[config.mk]
export PLATFORM = sky130hd
export DESIGN_NAME = lpfm_ctrl
export DESIGN_NICKNAME = d
export VERILOG_FILES = /design/src/lpfm_pkg.sv /design/src/lpfm_ctrl.sv
export SDC_FILE = /design/constraint.sdc
export NUM_CORES = 1
export LEC_CHECK = 0
export BUFFER_PORTS_ARGS = -buffer_cell sky130_fd_sc_hd__buf_2
export CAP_MARGIN = 10
export CORE_AREA = 2 2 39 41
export CTS_CLUSTER_DIAMETER = 50
export CTS_CLUSTER_SIZE = 10
export DETAILED_ROUTE_END_ITERATION = 10
export DIE_AREA = 0 0 41 43
export GPL_TIMING_DRIVEN = 1
export PLACE_DENSITY = 0.39
export SETUP_SLACK_MARGIN = 0.2
export SYNTH_ARGS = -nofsm -noshare
export SYNTH_HDL_FRONTEND = slang
export SYNTH_SLANG_ARGS = --single-unit
[constraint.sdc]
create_clock -name clk -period 1.5 [get_ports clk]
set_input_delay 0.15 -clock clk [delete_from_list [all_inputs] [get_ports clk]]
set_output_delay 0.15 -clock clk [all_outputs]
set_load 0.05 [all_outputs]
[src/lpfm_pkg.sv]
// Shared types and constants for the linked page FIFO manager.
package lpfm_pkg;

  localparam int OP_W      = 2;
  localparam int PAGE_W    = 10;
  localparam int STAT_W    = 2;
  localparam int CNT_OUT_W = 11;

  typedef enum logic [OP_W-1:0] {
    OP_ENQ  = 2'd0,
    OP_DEQ  = 2'd1,
    OP_REM  = 2'd2,
    OP_WALK = 2'd3
  } lpfm_op_t;

  typedef enum logic [STAT_W-1:0] {
    ST_OK         = 2'd0,
    ST_EMPTY      = 2'd1,
    ST_MEMBER_ERR = 2'd2
  } lpfm_status_t;

  typedef enum logic [1:0] {
    S_CLEAR,
    S_IDLE,
    S_EXEC,
    S_LINK
  } lpfm_state_t;

  // Commands from the controller to the datapath
  typedef struct packed {
    logic clr;     // clear one membership entry
    logic accept;  // capture transaction and read link stores
    logic exec;    // apply operation and load result register
    logic link;    // back-link old head to newly enqueued page
  } lpfm_cmd_t;

  // Status from the datapath to the controller
  typedef struct packed {
    logic clr_last;   // clearing pass is at its last entry
    logic out_free;   // result register can take a new result
    logic need_link;  // current enqueue needs the back-link write
  } lpfm_sts_t;

endpackage

[src/lpfm_ctrl.sv]
// Controller state machine for the linked page FIFO manager.
module lpfm_ctrl (
  input  logic                clk,
  input  logic                rst,
  input  logic                in_valid,
  output logic                in_ready,
  output lpfm_pkg::lpfm_cmd_t cmd,
  input  lpfm_pkg::lpfm_sts_t sts
);
  import lpfm_pkg::*;

  lpfm_state_t state;
  lpfm_state_t state_next;

  // State register
  always_ff @(posedge clk) begin
    if (rst) begin
      state <= S_CLEAR;
    end else begin
      state <= state_next;
    end
  end

  // Next state and commands
  always_comb begin
    state_next = state;
    in_ready   = 1'b0;
    cmd        = '0;
    case (state)
      S_CLEAR: begin
        cmd.clr = 1'b1;
        if (sts.clr_last) begin
          state_next = S_IDLE;
        end
      end
      S_IDLE: begin
        in_ready = 1'b1;
        if (in_valid) begin
          cmd.accept = 1'b1;
          state_next = S_EXEC;
        end
      end
      S_EXEC: begin
        if (sts.out_free) begin
          cmd.exec   = 1'b1;
          state_next = sts.need_link ? S_LINK : S_IDLE;
        end
      end
      S_LINK: begin
        cmd.link   = 1'b1;
        state_next = S_IDLE;
      end
      default: begin
        state_next = S_CLEAR;
      end
    endcase
  end

endmodule

* Yosys cells after proc, flatten, opt, wreduce, memory -nomap -nowiden
Cells that the tools add are included. W data, S select, Z words.
Operators by class: equality and inequality tests 6, muxes and demuxes 12, reductions and logical operators 2
Operator list (number):
- $mux W2 | 4
- $pmux W2 S4 | 1
- $mux W1 | 7
- $ne A2 B2 Y1 const B | 3
- $eq A2 B2 Y1 const B | 2
- $reduce_and A3 Y1 | 1
- $eq A2 B1 Y1 const B | 1
- $logic_not A2 Y1 | 1
Storage, ports and cells: bits in registers 2, input bits 6, output and inout bits 5

* Longest topological paths before layout
Gate-level depths: netlist of run 1.
depth after elaboration 3, mapped depth 5, depth with buffers taken out 5

* Worst setup path before layout of run 1
OpenSTA, ideal clock, no wires.
path kind register to register, start point register state[1], end point register state[0], setup time 0.123 ns, data arrival time 1.654 ns, required time 1.377 ns, path slack -0.277 ns, cell stages (with the launch flop) 5, clock period less this slack 1.777 ns, cells stage by stage dfxtp_1 -> inv_1 -> ha_1 -> a222oi_1 -> mux2_1
On the way: longest elaborated chain between the ends 3, elaborated cells between the ends (all ways) 9, classes of those cells eq/ne (6); mux (1); reduce/logical (2)
Ends and longest elaborated chain:
- start, declared | line lpfm_ctrl.sv:12 | lpfm_state_t state;
- start signal, assigned | line lpfm_ctrl.sv:20 | state <= state_next;
- $eq A2 B2 Y1, or another cell as far along | line lpfm_ctrl.sv:29 | case (state)
- $ne A2 B2 Y1 (no source line)
- $reduce_and A3 Y1 (no source line)
Parallel ways exist; a longest one is shown, timed or not. A chain may end at the register's enable or synchronous reset.

* Worst setup path in the final report of run 1
start point register state[0], end point register state[0]
The elaborated chain is that of the path after synthesis.

==> results.md, run 1 <==
* Status: finished, final reports clean
* Number of max-cap violations at 0
* Reg2reg start: state[0]
* Final wirelength at between 400 and 500 um
* Buffers on Ports at 10
* Synth Register Bits at 2
* Mapped Area at ~190 um2
* Critical path fanouts, max at 2
* Count of different cell masters after synthesis at 12
* Placement Setup Slack at -33.01 ps
* Pwr Density at roughly 1500 mW/mm2
* CTS H-tree lvls at 1
* Clock root cell: clkbuf_4
* Die W at about 40 um
* CTS buffer count at 3
* Core ar. at approximately 0.0014 mm2
* CTS hold repair buffers at 0
* Skew final at around 3.2 ps
* CTS tree: done
* Critical Path RT at about 1600 ps
* Vias at between 200 and 250
* Mapped Nets at 33
* Fin nets at 54
* Ys async rst share at 0
* Worst-path clk slew at around 30 ps
* Largest Register: state
* Die Y at 43 um
* Worst setup margin at between 3 and 4 ps
* Die ar. at approximately 0.0018 mm2
* Number of synthesis warnings at 0
* Top cells by count, synth: ha_1 (5), inv_1 (5), dfxtp_1 (2), nor2_1 (2)
* Final-report max-slew violation count at 0
* Fillers at roughly 160
* Synth top area cells: ha_1 (32%), dfxtp_1 (21%), inv_1 (9.7%), mux2_1 (5.8%), a222oi_1 (5.2%)
* Layout cells sized above 1 at 0.7073
* Gr ovfl total at 0
* Min Hold Slack at ~250 ps
* CTS sink cnt at 2
* Worst slew margin at 0.7392
* Area of the multi-input gates at 166.4 um2
* Initial DRC count at 5
* WS Path Type: reg -> reg
* Lkg Pwr at ~0.20 nW
* Worst setup path start: state[0]
* DRC Markers at 0
* Starting Density at 0.1401
* RSZ-0062 raised after global routing: yes
* Fmax at about 670 MHz
* Synth Flop Type: dfxtp_1
* Syn avg cell area at 8.815 um2
* Synth-to-layout area growth at 116.1%
* Vias in the first global route at approximately 260
* Crit path capture type: flip-flop
* Drt wl/cell at 8.632 um
* Synth area leader: ha_1
* Crit path DAT at between 1500 and 2000 ps
* Post-synth top area share at 0.3226
* Fin area at 419.2 um2
* Startpoint types: flip-flop
* Fin. Hold Viols at 0
* Worst hold start: rst
* Setup Viol. Count Final at 0
* Post-DRT Antenna Nets at 0
* Register area share after synthesis at 0.2065
* Area post-placement at 334.1 um2
* Router iterations before antenna repair at 4
* Initial antenna violation count at 0
* Hold Crit Class: in -> reg
* Synth Instances at 22
* Cell row count at 14
* Global placer's final weighted congestion at approximately 0.62
* Worst-Margin Slew at approximately 390 ps
* Tcrit/Tclk final at 0.9975
* Largest register FFs at 2
* Flip-flop and latch area at between 40 and 50 um2
* Gr usage total at 0.08417
* Biggest regs: state: 2 flops
* Antenna cell count at 0
* Pin count of the biggest net entering global routing at 5
* First-pass GRT wire length at between 900 and 1000 um
* Worst skew pair latency at 220 ps
* EDFF count, synth at 0
* DR vias/cell at 3.965
* Num ports at 11
* Clk buf depth at 2
* Max VDD drop at between 0.0005 and 0.0006 V
* Minimum clock period at between 1000 and 1500 ps
==> final timing paths <==
path / to / slack, ps / depth (start not counted)
setup / recovery: state[0] / 4 / 4
hold / removal: state[1] / 250 / 3
setup reg to reg: state[0] / 4 / 4
hold reg to reg: state[1] / 520 / 2
==> stage by stage <==
step | std cells | TNS, ps | total power [W] | utilization
6_report | 57 | 0 | 0.0006347 | 0.3029
5_1_grt | 57 | -136.5 | 0.0006928 | 0.3029
4_1_cts | 57 | -34.47 | 0.0006526 | 0.3011
3_5_place_dp | 52 | -33.01 | 0.0004457 | 0.2414
3_3_place_gp | 52 | 0 | 0.0004377 | 0.2414
2_1_floorplan | 22 | -48.26 | 0.0003439 | -
==> kinds of logic (layout without fill, tap and decap cells) <==
family	Yosys count	count (layout)	synth area share
buffers and inverters	5	24	0.09678
and+or+nand+nor	6	6	0.1872
muxes	2	2	0.1097
adders and majority gates	5	5	0.3226
DFF	2	2	0.2065
AOI/OAI and AO/OA	2	2	0.07740
==> critical path, stage by stage (launching register included) <==
cell and delay, ps:
dfxtp_4 340, buf_12 120, ha_4 140, a222oi_1 400, mux2_1 370
==> per-layer routing <==
layer | share of wire | GRT usage | vias up
li1 | - | - | 111
met1 | 0.43 | 0.07668 | 105
met5 | 0 | 0 | -
met4 | 0 | 0.08000 | 0
met2 | 0.49 | 0.1219 | 10
met3 | 0.073 | 0.04712 | 0
==> report_power, final <==
group          switching, W  internal (W)
Sequential        0.0000182     0.0000737
Combinational      0.000212      0.000213
Clock             0.0000295     0.0000882
Total              0.000260      0.000375
==> repair_timing <==
| item | CTS | global route |
|---|---|---|
| setup buffers | 2 | 0 |
| pin swaps | 2 | 1 |
| endpoints found under the setup margin | 5 | 6 |
| resized for setup | 16 | 1 |
| cloned | 0 | 0 |
==> layout by cell type, fill, tap and decap left out <==
cell type / Yosys / routed
a21oi_1: 1 / 1
a222oi_1: 1 / 1
and2_1: 1 / 1
and2_4: 0 / 1
buf_12: 0 / 1
buf_2: 0 / 6
buf_4: 0 / 4
buf_6: 0 / 3
buf_8: 0 / 2
clkbuf_4: 0 / 3
dfxtp_2: 0 / 1
dfxtp_4: 0 / 1
ha_1: 5 / 1
ha_2: 0 / 2
ha_4: 0 / 2
inv_1: 5 / 3
inv_2: 0 / 1
inv_4: 0 / 1
mux2_1: 1 / 1
mux2i_1: 1 / 1
nand2b_1: 1 / 1
nor2_1: 2 / 2
or3b_2: 1 / 1
==> layout make-up <==
cell class              count  share of cell area
flip-flops and latches      2              0.1075
multi-input cells          15              0.3970
well taps                  16             0.04776
clock buffers               3             0.05373
inverters                   5             0.05075
repair buffers             16              0.3433
Power figures use the tool's default switching activity.
==> run 2, diff against run 1 <==
- PLACE_DENSITY: 0.39 -> 0.38
- clock period: 1.5 -> 1.87 ns (I/O delays scaled with it)
==> run 2 against run 1 <==
Effect of this change: combinational power fell by 46%; global-route usage shrank 1.6 points; setup slack better by 270 ps; critical endpoint unchanged; largest power group unchanged.
==> results.md, run 2 (synthesis gave the netlist of run 1 again) <==
* Die Y at around 43 um
* Core ar. at 0.001384 mm2
* Min Hold Slack at ~270 ps
* First-pass GRT wire length at between 700 and 800 um
* Crit path DAT at roughly 1700 ps
* TNS Setup at 0 ps
* Post-DRT Antenna Nets at 0
* Final cell utilization of the core at 0.2224
* Worst reg2reg path depth at 5
* Worst-path clk slew at 30 ps
* Pwr Density at approximately 1300 mW/mm2
* Critical path fanouts, max at 4
* Largest Register: state
* Max VDD drop at 0.0005442 V
* Most common cell after layout, fill and taps aside: buf_2
* Num ports at 11
* Initial DRC count at 9
* WS Path Type: reg -> reg
* Status: finished, final reports clean
* Max stage delay on crit path at 380 ps
* Starting Density at 0.1401
* Pin count of the biggest net entering global routing at 5
* Delay-heaviest family, CP: flip-flops
* Synth-to-layout area growth at 58.71%
* Initial antenna violation count at 0
* Fillers at between 150 and 200
* CP Cell Sequence: inv_1, ha_1, a222oi_1, buf_4, mux2_1
* Buffers on Ports at 10
* Worst slew margin at 0.8081
* Antenna cell count at 0
* Router iterations before antenna repair at 4
* Hold Crit Class: in -> reg
* Met2 WL post-DR at ~150 um
* CTS hold repair buffers at 0
* R2R Path End: state[0]
* Worst setup path start: state[0]
* Drt wl/cell at 8.453 um
* Global placer's final weighted congestion at between 0.6 and 0.7
* Vias at 200
* Minimum clock period at approximately 1600 ps
* Lkg Pwr at between 0.15 and 0.2 nW
* Worst path bufs/invs at 2
* Die ar. at between 0.0015 and 0.002 mm2
* CTS tree: done
* Largest register FFs at 2
* Critical Path RT at between 1500 and 2000 ps
* R2r setup slk at around 270 ps
* Crit path capture type: flip-flop
* Layout cells sized above 1 at 0.5405
* RSZ-0062 raised after global routing: no
* CTS H-tree lvls at 1
* DRC Markers at 0
* Commonest cells after routing, fill and taps aside: buf_2 (10), inv_1 (5), ha_1 (3), clkbuf_4 (3)
* Gr usage total at 0.06814
* Wire length on met3 at about 80 um
* Gr ovfl total at 0
* DP HPWL at 343.8 um
* Critical path depth at 5
* Die W at 41 um
* Final wirelength at 448 um
* Skew final at approximately 4.0 ps
* Setup Viol. Count Final at 0
* Worst-Margin Slew at 287.8 ps
* CTS sink cnt at 2
* Worst skew pair latency at ~230 ps
* Clk buf depth at 2
* Crit path max-delay cell type: dfxtp_1
* Fin nets at 50
* Highest metal used: met3
* Reg2reg start: state[0]
* Number of max-cap violations at 0
* Tcrit/Tclk final at 0.8552
* PnR Total Power at 0.0003925 W
* Startpoint types: flip-flop
* Final-report max-slew violation count at 0
* Fin. Hold Viols at 0
* Vias in the first global route at 181
* Worst setup endpoint: state[0]
* Cell row count at 14
* DRT met1 WL at roughly 210 um
* Fmax at between 600 and 700 MHz
* CTS buffer count at 3
* Biggest regs: state: 2 flops
* Clock root cell: clkbuf_4
* DR vias/cell at roughly 3.8
run 2: cell types whose count changed in the layout (fill, tap and decap cells not counted), moves of 2 or more:
cell / previous run / this run
ha_1: 1 / 3
buf_2: 6 / 10
buf_6: 3 / 0
inv_1: 3 / 5
ha_4: 2 / 0
buf_8: 2 / 0
buf_4: 4 / 2
run 2: how the worst min path moves through the flow:
stage               startpoint  endpoint  slack (ps)  cells past startpoint
detailed placement         rst  state[1]         520                      3
global placement           rst  state[1]         520                      3
finish                     rst  state[1]         270                      3
CTS                        rst  state[1]         280                      3
floorplan                  rst  state[1]         370                      2
global route               rst  state[1]         280                      3
run 2: worst register-to-register path, stage by stage (launching register included):
cell and delay (ps):
dfxtp_1 380, inv_1 100, ha_1 230, a222oi_1 290, buf_4 180, mux2_1 300
run 2: final cells by class:
| class | count | area (um2) | area share |
|---|---|---|---|
| Multi-Input combinational cell | 15 | 140.1 | 0.4553 |
| Sequential cell | 2 | 41.29 | 0.1341 |
| Timing Repair Buffer | 12 | 65.06 | 0.2114 |
| Clock buffer | 3 | 22.52 | 0.07317 |
| Tap cell | 16 | 20.02 | 0.06504 |
| Inverter | 5 | 18.77 | 0.06098 |
run 2: stage by stage:
stage / area (um2) / std cells / worst slack (ps)
floorplan: 198.9 / 22 / 216.6
global placement: 269.0 / 48 / 230.7
detailed placement: 269.0 / 48 / 171.9
CTS: 299.0 / 52 / 254.1
global route: 307.8 / 53 / 231.6
finish: 307.8 / 53 / 270.8
run 2: what timing repair did:
item	in CTS	in global routing
pin swaps	1	1
resized for setup	0	1
setup endpoints to repair	1	2
setup buffers	1	1
run 2: layer usage:
layer  global-route usage  vias to the layer above
met1              0.08307                       86
li1                     -                      100
met2              0.07500                       14
met3              0.06283                        0
met5                    0                        -
met4              0.04000                        0
run 2: where the power goes:
part | switching (W) | total [W] | internal [W] | leakage, nW
clock network | 0.0000252 | 0.0000960 | 0.0000708 | 0.0138
logic | 0.000147 | 0.000230 | 0.0000830 | 0.138
registers | 0.0000124 | 0.0000668 | 0.0000544 | 0.0169
total | 0.000184 | 0.000393 | 0.000208 | 0.168
==> run 3, diff against run 2 <==
- GPL_TIMING_DRIVEN: 1 -> not set
- SETUP_SLACK_MARGIN: 0.2 -> 0.5
==> run 3 against run 2 <==
Effect of this change: fmax increased by 8.3%; combinational power increased by 34%; final cell count increased by 7.5%; core utilization increased by 6.8 points; setup slack improved by 120 ps; wire length increased by 20%; critical path type unchanged; highest routed layer unchanged.
==> results.md, run 3 (synthesis gave the netlist of run 1 again) <==
* Status: finished, final reports clean
* TNS Setup at 0 ps
* Setup Viol. Count Final at 0
* Num ports at 11
* Worst slew margin at 0.8134
* Router iterations before antenna repair at 4
* Hold Crit Class: in -> reg
* Hold-critical path depth at 3
* Pwr Density at 1199 mW/mm2
* Minimum clock period at 1476 ps
* Buffers on Ports at 10
* Skew final at 3.555 ps
* Pin count of the biggest net entering global routing at 5
* Largest Register: state
* R2r setup slk at about 390 ps
* First-pass GRT wire length at roughly 760 um
* Final-report max-slew violation count at 0
* Min Hold Slack at between 200 and 300 ps
* CTS H-tree lvls at 1
* Max VDD drop at around 0.0004 V
* DP HPWL at ~340 um
* Worst-Margin Slew at about 280 ps
* Antenna cell count at 0
* Startpoint types: flip-flop
* Initial antenna violation count at 0
* R2R Path End: state[0]
* Vias at roughly 220
* CTS buffer count at 3
* Drt wl/cell at 9.421 um
* Starting Density at 0.1401
* Cell row count at 14
* Synth-to-layout area growth at 107.1%
* Die Y at 43 um
* Clock root cell: clkbuf_4
* DR vias/cell at about 3.8
* Min-Delay Endpoint: state[1]
* Layout cells sized above 1 at 0.7073
* CTS tree: done
* Fmax at 677.5 MHz
* Crit path DAT at 1580 ps
* Vias in the first global route at between 200 and 250
* Gr usage total at 0.06907
* Number of max-cap violations at 0
* Most common cell after layout, fill and taps aside: buf_2
* Clk buf depth at 2
* Commonest cells after routing, fill and taps aside: buf_2 (8), buf_4 (7), inv_1 (3), ha_4 (3), clkbuf_4 (3)
* RSZ-0062 raised after global routing: yes
* Worst reg2reg path depth at 5
* Critical Path RT at ~2000 ps
* Die W at approximately 40 um
* Lkg Pwr at 0.2016 nW
* Gr ovfl total at 0
* Die ar. at around 0.0018 mm2
* Reg2reg start: state[0]
* Fin. Hold Viols at 0
* Tcrit/Tclk final at 0.7893
* Fin nets at 54
* Post-DRT Antenna Nets at 0
* Worst hold start: rst
* Worst skew pair latency at approximately 220 ps
* CTS sink cnt at 2
* Final wirelength at between 500 and 600 um
* Initial DRC count at 6
* Global placer's final weighted congestion at roughly 0.62
* DRC Markers at 0
* Core ar. at 0.001384 mm2
* Worst-path clk slew at about 30 ps
* Biggest regs: state: 2 flops
* WS Path Type: reg -> reg
* Largest register FFs at 2
* Critical path fanouts, max at 3
* Crit path capture type: flip-flop
-- run 3: through the flow --
step	instances	worst slack (ps)	utilization	cell area (um2)	total power, W
after floorplan	22	321.7	-	221.5	0.0002758
after global placement	48	262.7	0.2107	291.5	0.0002919
after detailed placement	48	226.7	0.2107	291.5	0.0002954
after CTS	55	375.5	0.2731	377.9	0.0004584
after global routing	57	353.4	0.2902	401.6	0.0005232
final	57	394.0	0.2902	401.6	0.0004815
-- run 3: cell type report --
cell class                      instances  area (um2)
Sequential cell                         2       47.55
Tap cell                               16       20.02
Inverter                                5       26.28
Clock buffer                            3       22.52
Timing Repair Buffer                   16       107.6
Multi-Input combinational cell         15       177.7
Fill cell                             157       982.2
-- run 3: layer usage --
metal / vias up / part of all wire / wire length, um / global-route usage
met4: 0 / 0 / 0 / 0.08000
met2: 10 / 0.50 / 271 / 0.1063
met1: 97 / 0.41 / 219 / 0.05414
met5: - / 0 / 0 / 0
li1: 110 / - / - / -
met3: 0 / 0.084 / 45 / 0.03141
-- run 3: power by group --
group	switching, W	internal [W]	leakage [nW]
clock	0.0000231	0.0000707	0.0138
sequential	0.0000210	0.0000592	0.0178
combinational	0.000167	0.000141	0.170
total	0.000211	0.000271	0.202
-- run 3: how the worst max path moves through the flow --
stage               cells past startpoint       end  startpoint  slack, ps
floorplan                               4  state[0]    state[1]        320
global placement                        4  state[0]    state[0]        260
detailed placement                      4  state[0]    state[0]        230
CTS                                     4  state[0]    state[1]        380
global route                            5  state[0]    state[0]        350
finish                                  5  state[0]    state[0]        390
-- run 3: worst max-delay path: stages, from the launching register on --
cell	delay, ps
dfxtp_4	370
inv_4	60
ha_4	160
a222oi_1	300
buf_4	180
mux2_4	290
-- run 3: repair_timing --
| action | 4_1_cts | 5_1_grt |
|---|---|---|
| hold buffers | 0 | 0 |
| endpoints found under the hold margin | 0 | 0 |
| gates resized for setup | 11 | 3 |
| pin swaps | 2 | 2 |
| setup endpoints to repair | 4 | 5 |
| setup buffers | 4 | 2 |
